===== src/rtl/core/assert_macros.svh =====
// Assertion macros shared by the RTL. They expand to nothing in synthesis.
`ifndef ASSERT_MACROS_SVH
`define ASSERT_MACROS_SVH
`ifndef SYNTHESIS
`define ASSERT_IMPLY(label, clk, rst_n, ante, cons) \
    label: assert property (@(posedge clk) disable iff (!rst_n) (ante) |-> (cons)) \
        else $error("same-cycle check failed");
`define ASSERT_NEXT(label, clk, rst_n, ante, cons) \
    label: assert property (@(posedge clk) disable iff (!rst_n) (ante) |=> (cons)) \
        else $error("next-cycle check failed");
`else
`define ASSERT_IMPLY(label, clk, rst_n, ante, cons)
`define ASSERT_NEXT(label, clk, rst_n, ante, cons)
`endif
`endif


===== src/rtl/core/lpht_pkg.sv =====
package lpht_pkg;

    localparam int DEFAULT_TABLE_SLOTS = 1024;
    localparam int DEFAULT_MAX_MATCHES = 64;

    localparam int KEY_W   = 32;
    localparam int ROW_W   = 32;
    localparam int CAP_W   = 4;
    localparam int CAP_MIN = 4;

    localparam logic [CAP_W-1:0] CAP_RESET  = 4'd10;
    localparam logic [KEY_W-1:0] CRC_POLY   = 32'h82F6_3B78;
    localparam logic [KEY_W-1:0] CRC_INIT   = 32'hFFFF_FFFF;
    localparam logic [KEY_W-1:0] EMPTY_MARK = 32'h8000_0000;

    typedef enum logic [1:0] {
        OP_CLEAR  = 2'd0,
        OP_INSERT = 2'd1,
        OP_PROBE  = 2'd2,
        OP_NOP    = 2'd3
    } op_t;

    typedef enum logic [1:0] {
        ST_OK       = 2'd0,
        ST_FULL     = 2'd1,
        ST_OVERFLOW = 2'd2,
        ST_IGNORED  = 2'd3
    } status_t;

    typedef struct packed {
        op_t                     opcode;
        logic signed [KEY_W-1:0] key;
        logic [ROW_W-1:0]        row_number;
    } item_t;

    typedef struct packed {
        logic             hit;
        logic [ROW_W-1:0] build_row;
        logic [ROW_W-1:0] probe_row;
        status_t          status;
        logic             last;
    } result_t;

    typedef enum logic [2:0] {
        S_INIT,
        S_IDLE,
        S_DECODE,
        S_CLEAR,
        S_HASH,
        S_READ,
        S_EVAL,
        S_FLUSH
    } state_t;

    typedef enum logic [3:0] {
        EMIT_NONE,
        EMIT_CLEAR,
        EMIT_NOP,
        EMIT_IGNORED,
        EMIT_INSERTED,
        EMIT_FULL,
        EMIT_MISS,
        EMIT_PEND_MORE,
        EMIT_PEND_LAST,
        EMIT_PEND_OVF
    } emit_t;

    typedef struct packed {
        logic  accept;
        logic  sweep;
        logic  hash_step;
        logic  advance;
        logic  write;
        logic  capture;
        emit_t emit;
    } dp_cmd_t;

    typedef struct packed {
        op_t  op;
        logic marker_key;
        logic hash_done;
        logic sweep_done;
        logic used;
        logic key_match;
        logic last_step;
        logic has_pending;
        logic match_full;
    } dp_status_t;

    // Eight bit-steps of the reflected CRC32C shift register.
    function automatic logic [KEY_W-1:0] crc_byte_steps(input logic [KEY_W-1:0] crc_in);
        logic [KEY_W-1:0] c;
        c = crc_in;
        for (int b = 0; b < 8; b++)
        begin
            c = (c >> 1) ^ (CRC_POLY & {KEY_W{c[0]}});
        end
        return c;
    endfunction

endpackage


===== src/rtl/core/lpht_ctrl.sv =====
`include "assert_macros.svh"

module lpht_ctrl (
    input  logic                  clk,
    input  logic                  rst_n,
    input  logic                  start,
    output logic                  busy,
    input  lpht_pkg::dp_status_t  stat,
    output lpht_pkg::dp_cmd_t     cmd
);

    lpht_pkg::state_t state_reg;
    lpht_pkg::state_t state_next;

    always_ff @(posedge clk or negedge rst_n)
    begin
        if (!rst_n)
        begin
            state_reg <= lpht_pkg::S_INIT;
        end
        else
        begin
            state_reg <= state_next;
        end
    end

    always_comb
    begin
        state_next = state_reg;
        case (state_reg)
            lpht_pkg::S_INIT:
            begin
                if (stat.sweep_done)
                begin
                    state_next = lpht_pkg::S_IDLE;
                end
            end
            lpht_pkg::S_IDLE:
            begin
                if (start)
                begin
                    state_next = lpht_pkg::S_DECODE;
                end
            end
            lpht_pkg::S_DECODE:
            begin
                case (stat.op)
                    lpht_pkg::OP_CLEAR:  state_next = lpht_pkg::S_CLEAR;
                    lpht_pkg::OP_INSERT: state_next = stat.marker_key ? lpht_pkg::S_IDLE
                                                                      : lpht_pkg::S_HASH;
                    lpht_pkg::OP_PROBE:  state_next = lpht_pkg::S_HASH;
                    default:             state_next = lpht_pkg::S_IDLE;
                endcase
            end
            lpht_pkg::S_CLEAR:
            begin
                if (stat.sweep_done)
                begin
                    state_next = lpht_pkg::S_IDLE;
                end
            end
            lpht_pkg::S_HASH:
            begin
                if (stat.hash_done)
                begin
                    state_next = lpht_pkg::S_READ;
                end
            end
            lpht_pkg::S_READ:
            begin
                state_next = lpht_pkg::S_EVAL;
            end
            lpht_pkg::S_EVAL:
            begin
                if (!stat.used)
                begin
                    state_next = lpht_pkg::S_IDLE;
                end
                else if (stat.op == lpht_pkg::OP_INSERT)
                begin
                    state_next = stat.last_step ? lpht_pkg::S_IDLE : lpht_pkg::S_READ;
                end
                else if (stat.key_match && stat.match_full)
                begin
                    state_next = lpht_pkg::S_IDLE;
                end
                else if (stat.key_match)
                begin
                    state_next = stat.last_step ? lpht_pkg::S_FLUSH : lpht_pkg::S_READ;
                end
                else
                begin
                    state_next = stat.last_step ? lpht_pkg::S_IDLE : lpht_pkg::S_READ;
                end
            end
            lpht_pkg::S_FLUSH:
            begin
                state_next = lpht_pkg::S_IDLE;
            end
            default:
            begin
                state_next = lpht_pkg::S_IDLE;
            end
        endcase
    end

    always_comb
    begin
        cmd      = '0;
        cmd.emit = lpht_pkg::EMIT_NONE;
        busy     = (state_reg != lpht_pkg::S_IDLE);
        case (state_reg)
            lpht_pkg::S_INIT:
            begin
                cmd.sweep = 1'b1;
            end
            lpht_pkg::S_IDLE:
            begin
                cmd.accept = start;
            end
            lpht_pkg::S_DECODE:
            begin
                if (stat.op == lpht_pkg::OP_NOP)
                begin
                    cmd.emit = lpht_pkg::EMIT_NOP;
                end
                else if (stat.op == lpht_pkg::OP_INSERT && stat.marker_key)
                begin
                    cmd.emit = lpht_pkg::EMIT_IGNORED;
                end
            end
            lpht_pkg::S_CLEAR:
            begin
                cmd.sweep = 1'b1;
                if (stat.sweep_done)
                begin
                    cmd.emit = lpht_pkg::EMIT_CLEAR;
                end
            end
            lpht_pkg::S_HASH:
            begin
                cmd.hash_step = 1'b1;
            end
            lpht_pkg::S_EVAL:
            begin
                if (stat.op == lpht_pkg::OP_INSERT)
                begin
                    if (!stat.used)
                    begin
                        cmd.write = 1'b1;
                        cmd.emit  = lpht_pkg::EMIT_INSERTED;
                    end
                    else if (stat.last_step)
                    begin
                        cmd.emit = lpht_pkg::EMIT_FULL;
                    end
                    else
                    begin
                        cmd.advance = 1'b1;
                    end
                end
                else if (!stat.used || (!stat.key_match && stat.last_step))
                begin
                    cmd.emit = stat.has_pending ? lpht_pkg::EMIT_PEND_LAST
                                                : lpht_pkg::EMIT_MISS;
                end
                else if (stat.key_match && stat.match_full)
                begin
                    cmd.emit = lpht_pkg::EMIT_PEND_OVF;
                end
                else
                begin
                    cmd.advance = !stat.last_step;
                    if (stat.key_match)
                    begin
                        cmd.capture = 1'b1;
                        if (stat.has_pending)
                        begin
                            cmd.emit = lpht_pkg::EMIT_PEND_MORE;
                        end
                    end
                end
            end
            lpht_pkg::S_FLUSH:
            begin
                cmd.emit = lpht_pkg::EMIT_PEND_LAST;
            end
            default:
            begin
                cmd.emit = lpht_pkg::EMIT_NONE;
            end
        endcase
    end

    // A held match may only be sent when one has actually been captured.
    `ASSERT_IMPLY(a_pend_emit_has_entry, clk, rst_n, cmd.emit == lpht_pkg::EMIT_PEND_MORE || cmd.emit == lpht_pkg::EMIT_PEND_LAST || cmd.emit == lpht_pkg::EMIT_PEND_OVF, stat.has_pending)
    // An insert never overwrites an occupied slot.
    `ASSERT_IMPLY(a_write_free_slot, clk, rst_n, cmd.write, !stat.used && stat.op == lpht_pkg::OP_INSERT)
    // After a clear sweep completes the table is ready for a new item.
    `ASSERT_NEXT(a_clear_done_idle, clk, rst_n, state_reg == lpht_pkg::S_CLEAR && stat.sweep_done, !busy)

endmodule


===== config.mk =====
export PLATFORM = sky130hd
export DESIGN_NAME = lpht_ctrl
export DESIGN_NICKNAME = d
export VERILOG_FILES = /design/src/rtl/core/lpht_pkg.sv /design/src/rtl/core/lpht_ctrl.sv
export VERILOG_INCLUDE_DIRS = /design/src /design/src/rtl/core
export SDC_FILE = /design/constraint.sdc
export NUM_CORES = 1
export LEC_CHECK = 0
export BUFFER_PORTS_ARGS = -buffer_cell sky130_fd_sc_hd__buf_2
export CAP_MARGIN = 15
export CORE_AREA = 10 10 47 49
export DETAILED_ROUTE_END_ITERATION = 6
export DIE_AREA = 0 0 57 59
export PLACE_DENSITY = 0.66
export SETUP_SLACK_MARGIN = 0.1
export SYNTH_ARGS = -nofsm -noshare
export SYNTH_HDL_FRONTEND = slang
export SYNTH_SLANG_ARGS = --single-unit

===== constraint.sdc =====
create_clock -name clk -period 2.7 [get_ports clk]
set_input_delay 0.405 -clock clk [delete_from_list [all_inputs] [get_ports clk]]
set_output_delay 0.405 -clock clk [all_outputs]
set_load 0.01 [all_outputs]

==> flow_summary_export.csv, run 1 <==
group,metric,value,unit
run_status,outcome,"complete, no violations",
logic_synthesis,yosysMostFrequentCell,"o21ai_0",
floorplan,coreArea,1400,µm²
routing,drc,0,
logic_synthesis,ys_ff_latch,3,
clock_network,cts_hold_buf,1,
timing,tightest_slew,0.527,ns
global_route,grt_pass1_wl,2300,µm
setup_path,cp.arrival,1.50,ns
pwr,p_sw,237,µW
setup_path,path_class,"flop to primary output",
timing,final.period_utilization,70.7,%
clock_network,cts_root_buffer,"clkbuf_4",
layout,area_delta_synth_final,28.1,%
clock_network,numCtsBuffers,3,
global_route,gr-usage-all-layers,7.93,%
routing,detail_route.wl_per_cell,12.7,µm
routing,drt_iter0_drc,11,
clock_network,clkSinkCount,3,
clock_network,cts_setup_buffers,0,
timing,hold_slack,0.463,ns
place,dpl.hpwl,1120,µm
global_route,grt_pass1_vias,547,
logic_synthesis,syn-cell-area,489,µm²
clock_network,clk_latency,0.23,ns
logic_synthesis,synth_cell_types,31,
floorplan,boundaryPins,24,
logic_synthesis,ys_async_sr_fraction,100,%
pwr,p_sw_share,47.7,%
routing,vias,584,
logic_synthesis,ys_seq_area_share,15.3,%
floorplan,die_area,3360,µm²
layout,fin_nets,106,
setup_path,crit_required,2.30,ns
clock_network,htreeDepth,1,
global_route,grt-ovfl-total,0,
timing,setup_viol,0,
floorplan,start_util,34.9,%
floorplan,die_height,59,µm
timing,rsz0062_at_grt,"false",
logic_synthesis,netlist_top_cells_area,"dfrtp_1 (15%), o21ai_0 (9.2%), a21oi_1 (6.1%)",
routing,finalWirelength,1380,µm
pwr,clock_power_share,15.6,%
layout,largest_reg_flops,3,
clock_network,ctsResizeCount,0,
setup_path,crit_fanout,16,
routing,drt_pass1_iterations,4,
place,io_buffers,23,
hold_path,hold_path.class,"input port to flop",
routing,final_antenna_net_count,0,
clock_network,tritoncts,"done",
clock_network,cts_buffer_depth,2,
timing,relSlewSlack,64.9,%
global_route,use_met1,8.96,%
timing,maxSlewViolCount,0,
global_route,met3_usage,1.29,%
global_route,antenna_found_initial,0,
pwr,p_leak,0.000310,µW
logic_synthesis,yosys-top-cells-count,"o21ai_0 (9), a21oi_1 (6), nand2_1 (6)",
logic_synthesis,synth_top_cell_by_area,"dfrtp_1",
timing,clock_skew,0.00135,ns
timing,setup_slack,0.792,ns
global_route,top_usage_layer,"met2",
timing,final_hold_viol_count,0,
run,maxCapViolations,0,
pwr,powerDensity,792,nW/µm²
floorplan,die_w,57,µm
global_route,grt_max_degree,18,
pwr,internal_power,260,µW
pwr,pwr-share-comb,53.3,%
layout,n_antenna_cell,0,
setup_path,crit_path_cell_trace,"and2b_1, nand3_1, o21ai_0, buf_2",
logic_synthesis,yosysWarnings,0,
clock_network,clk_pin_slew_worst_paths,0.03,ns
pwr,ir_drop,0.000436,V
place,place_ws,0.939,ns
logic_synthesis,synth_edf_count,0,
timing,setup-tns-final,0,ns
logic_synthesis,syn_nets,82,
setup_path,cp_slowest_cell,"dfrtp_1",
setup_path,cp-end-kind,"primary output",
layout,finish.instance_area,627,µm²
timing,max_freq,524,MHz
setup_path,max_stage_delay,0.54,ns
logic_synthesis,netlist.area_leader.share,15.3,%
layout,fill_cells,153,
layout,drive_gt1_share,32.6,%
routing,via_per_inst,5.41,
pwr,seqPwrFrac,31.1,%
logic_synthesis,synth_cells,69,
place,dpl-instance-area,591,µm²
floorplan,placementRows,14,
logic_synthesis,synth_area_per_cell,7.09,µm²
place,gp_congestion,0.772,
global_route,grt_use_met2,14.0,%
timing,fin_crit,1.91,ns
logic_synthesis,ys.flop_type,"dfrtp_1",
setup_path,critPathLaunchType,"flop",
==> area by class of cell <==
class                      instances  area [µm²]  share of cell area, %
clock buffer                       4        26.3                   4.19
inverter                           2        7.51                   1.20
multi-input combinational         59         373                   59.5
sequential                         3        75.1                   12.0
tap                               16        20.0                   3.19
timing repair buffer              24         125                   20.0
==> per-layer routing <==
layer / wire length (µm) / vias up
met3: 57 / 0
met5: 0 / -
li1: - / 299
met2: 752 / 12
met4: 0 / 0
met1: 567 / 273
==> stage by stage <==
| stage | util (%) | std cells | total power (µW) |
|---|---|---|---|
| after floorplan | - | 69 | 352 |
| after global placement | 42.1 | 103 | 420 |
| after detailed placement | 42.1 | 103 | 424 |
| after CTS | 44.7 | 108 | 508 |
| after global routing | 44.7 | 108 | 554 |
| final | 44.7 | 108 | 496 |
==> power groups by stage <==
stage	Sequential [µW]	Combinational, µW	Clock [µW]
2_1_floorplan	87.8	264	0
3_3_place_gp	154	265	0
3_5_place_dp	155	269	0
4_1_cts	154	271	83.7
5_1_grt	168	302	84.0
6_report	154	265	77.5
==> kinds of logic (layout without fill, tap and decap cells) <==
logic type      count (synthesis)  after routing  synth area share (%)
compound gates                 26             26                  33.8
simple gates                   32             32                  40.4
mux                             1              1                  2.05
flops                           3              3                  15.3
buf+inv                         7             30                  8.44
==> cell usage in the layout, fill, tap and decap left out, types with 3 or more instances in the layout <==
cell,synthesis,layout
nor3_1,3,3
dfrtp_1,3,3
buf_2,3,23
nand2_1,6,6
nand3_1,3,3
o21ai_0,9,9
a21oi_1,6,6
nor2_1,5,5
clkbuf_4,0,3
nor2b_1,3,3
==> path summary, 6_finish.rpt <==
kind,start,endpoint,slack (ns),cells after the start
min in group asynchronous,rst_n,state_reg[2],0.49,2
worst min register to register,state_reg[1],state_reg[1],0.78,2
worst max-delay path,state_reg[0],cmd[0],0.79,4
worst min-delay path,stat[2],state_reg[1],0.46,3
max in group asynchronous,rst_n,state_reg[0],2.11,2
worst max register to register,state_reg[2],state_reg[1],1.35,4
==> critical path: cells and delay by family, from the launching register on <==
kind	cells	cell delay, ns
buffers and inverters	1	0.15
and+or+nand+nor	2	0.42
AOI/OAI and AO/OA	1	0.16
DFF	1	0.54
Note: power is estimated with default switching activity, not from simulation.
==> inputs of run 2 (changes only) <==
Settings changed: PLACE_DENSITY 0.66 to 0.69.
Clock period 2.7 ns to 1.6 ns, I/O delays scaled along.
==> run 2 against run 1 <==
  * Final area increased by 12%
  * Register-to-register slack lost 0.97 ns
  * Utilization up 5.5 points
  * Clock skew increased by 0.0027 ns
  * Die area did not move
  * First-iteration DRC count is 27% lower
  * Final cell count up 6.5%
  * Critical endpoint unchanged
  * Largest power group unchanged
==> flow_summary_export.csv, run 2 (synthesis results as in run 1) <==
group,metric,value,unit
run,maxCapViolations,0,
setup_path,cp-end-kind,"primary output",
clock_network,clk_pin_slew_worst_paths,0.04,ns
setup_path,path_class,"flop to primary output",
setup_path,reg2reg_slack,0.38,ns
setup_path,worstRegToRegCells,5,
place,place_ws,0.197,ns
floorplan,die_height,59,µm
floorplan,coreArea,1400,µm²
layout,area_delta_synth_final,44.0,%
timing,relSlewSlack,75.6,%
clock_network,clkSinkCount,3,
timing,final_hold_viol_count,0,
pwr,ir_drop,0.000885,V
place,dpl.hpwl,1130,µm
pwr,powerDensity,1430,nW/µm²
pwr,p_leak,0.000345,µW
place,gp_congestion,0.769,
routing,drt_pass1_iterations,4,
global_route,antenna_found_initial,0,
routing,final_antenna_net_count,0,
routing,finalWirelength,1470,µm
routing,via_per_inst,5.14,
routing,detail_route.wl_per_cell,12.8,µm
timing,fin_crit,1.52,ns
routing,vias,591,
setup_path,cp.arrival,1.28,ns
timing,setup-tns-final,0,ns
routing,drt_iter0_drc,8,
layout,final_cell_mix,"buf_2 (23), o21ai_0 (7), nand2_1 (6), a21oi_1 (6), buf_4 (6)",
timing,clock_skew,0.00401,ns
clock_network,numCtsBuffers,3,
setup_path,endpoint,"cmd[0]",
floorplan,placementRows,14,
setup_path,crit_required,1.36,ns
setup_path,worstReg2RegEnd,"state_reg[0]",
setup_path,critPathLaunchType,"flop",
global_route,grt_pass1_wl,2380,µm
layout,drive_gt1_share,44.4,%
layout,layout_commonest_cell,"buf_2",
layout,fill_cells,148,
global_route,grt_pass1_vias,581,
hold_path,hold_path.class,"input port to flop",
timing,maxSlewViolCount,0,
global_route,grt_max_degree,12,
routing,drc,0,
clock_network,cts_buffer_depth,2,
floorplan,boundaryPins,24,
setup_path,crit_fanout,7,
clock_network,htreeDepth,1,
timing,hold_slack,0.293,ns
timing,max_freq,658,MHz
layout,fin_nets,113,
place,dp.cells,107,
global_route,gr-usage-all-layers,8.35,%
floorplan,start_util,34.9,%
timing,rsz0062_at_grt,"true",
floorplan,die_w,57,µm
clock_network,cts_root_buffer,"clkbuf_4",
layout,finish.instance_area,704,µm²
timing,final.period_utilization,95.0,%
setup_path,r2r_start,"state_reg[1]",
place,io_buffers,23,
layout,finalNonFillerCells,115,
timing,tightest_slew,0.366,ns
floorplan,die_area,3360,µm²
timing,setup_slack,0.0804,ns
clock_network,tritoncts,"done",
layout,n_antenna_cell,0,
run_status,outcome,"complete, no violations",
setup_path,crit_start,"state_reg[0]",
layout,largest_reg_flops,3,
clock_network,clk_latency,0.23,ns
global_route,grt-ovfl-total,0,
place,dpl-instance-area,621,µm²
timing,setup_viol,0,
-- run 2: changes by cell type in the layout (fill, tap and decap cells not counted), sizes merged --
cell	delta
buf	+7
-- run 2: how the worst min path moves through the flow --
stage	startpoint	endpoint	slack [ns]	cells after the start
2_1_floorplan	rst_n	state_reg[0]	-0.06	0
3_3_place_gp	rst_n	state_reg[1]	0.03	1
3_5_place_dp	rst_n	state_reg[0]	0.04	1
4_1_cts	stat[2]	state_reg[1]	0.28	3
5_1_grt	stat[2]	state_reg[1]	0.29	3
6_report	stat[2]	state_reg[1]	0.29	3
-- run 2: through the flow --
| step | total power (µW) | utilization, % |
|---|---|---|
| 2_1_floorplan | 594 | - |
| 3_3_place_gp | 781 | 44.3 |
| 3_5_place_dp | 788 | 44.3 |
| 4_1_cts | 982 | 49.2 |
| 5_1_grt | 1100 | 50.3 |
| 6_report | 1010 | 50.3 |
-- run 2: worst max-delay path, cell delays in order, from the launching register on --
cell and delay [ns]:
dfrtp_2 0.43, and2b_2 0.27, nand3_1 0.09, o21ai_1 0.12
buf_2 0.14
-- run 2: final cells by class --
type	count	area (µm²)	area share (%)
inverters	2	7.51	1.07
repair buffers	31	181	25.8
well taps	16	20.0	2.84
flip-flops and latches	3	77.6	11.0
clock buffers	4	26.3	3.73
multi-input cells	59	392	55.6
-- run 2: routing by layer --
metal | up-vias | GRT usage (%) | wire length [µm]
met5 | - | 0 | 0
met4 | 0 | 5.03 | 16
met3 | 2 | 1.50 | 66
met2 | 12 | 14.7 | 756
met1 | 265 | 9.05 | 633
li1 | 312 | - | -
-- run 2: timing repair --
action | 4_1_cts | 5_1_grt
hold buffers | 1 | 0
pin swaps | 1 | 0
gates resized for setup | 6 | 4
setup buffers | 2 | 1
endpoints found under the hold margin | 3 | 0
setup endpoints to repair | 6 | 8
-- run 2: power breakdown --
group	switching, µW	leakage (µW)	internal, µW
clock	40.1	0.0000150	93.5
combinational	350	0.000295	352
sequential	55.8	0.0000354	119
total	446	0.000345	565
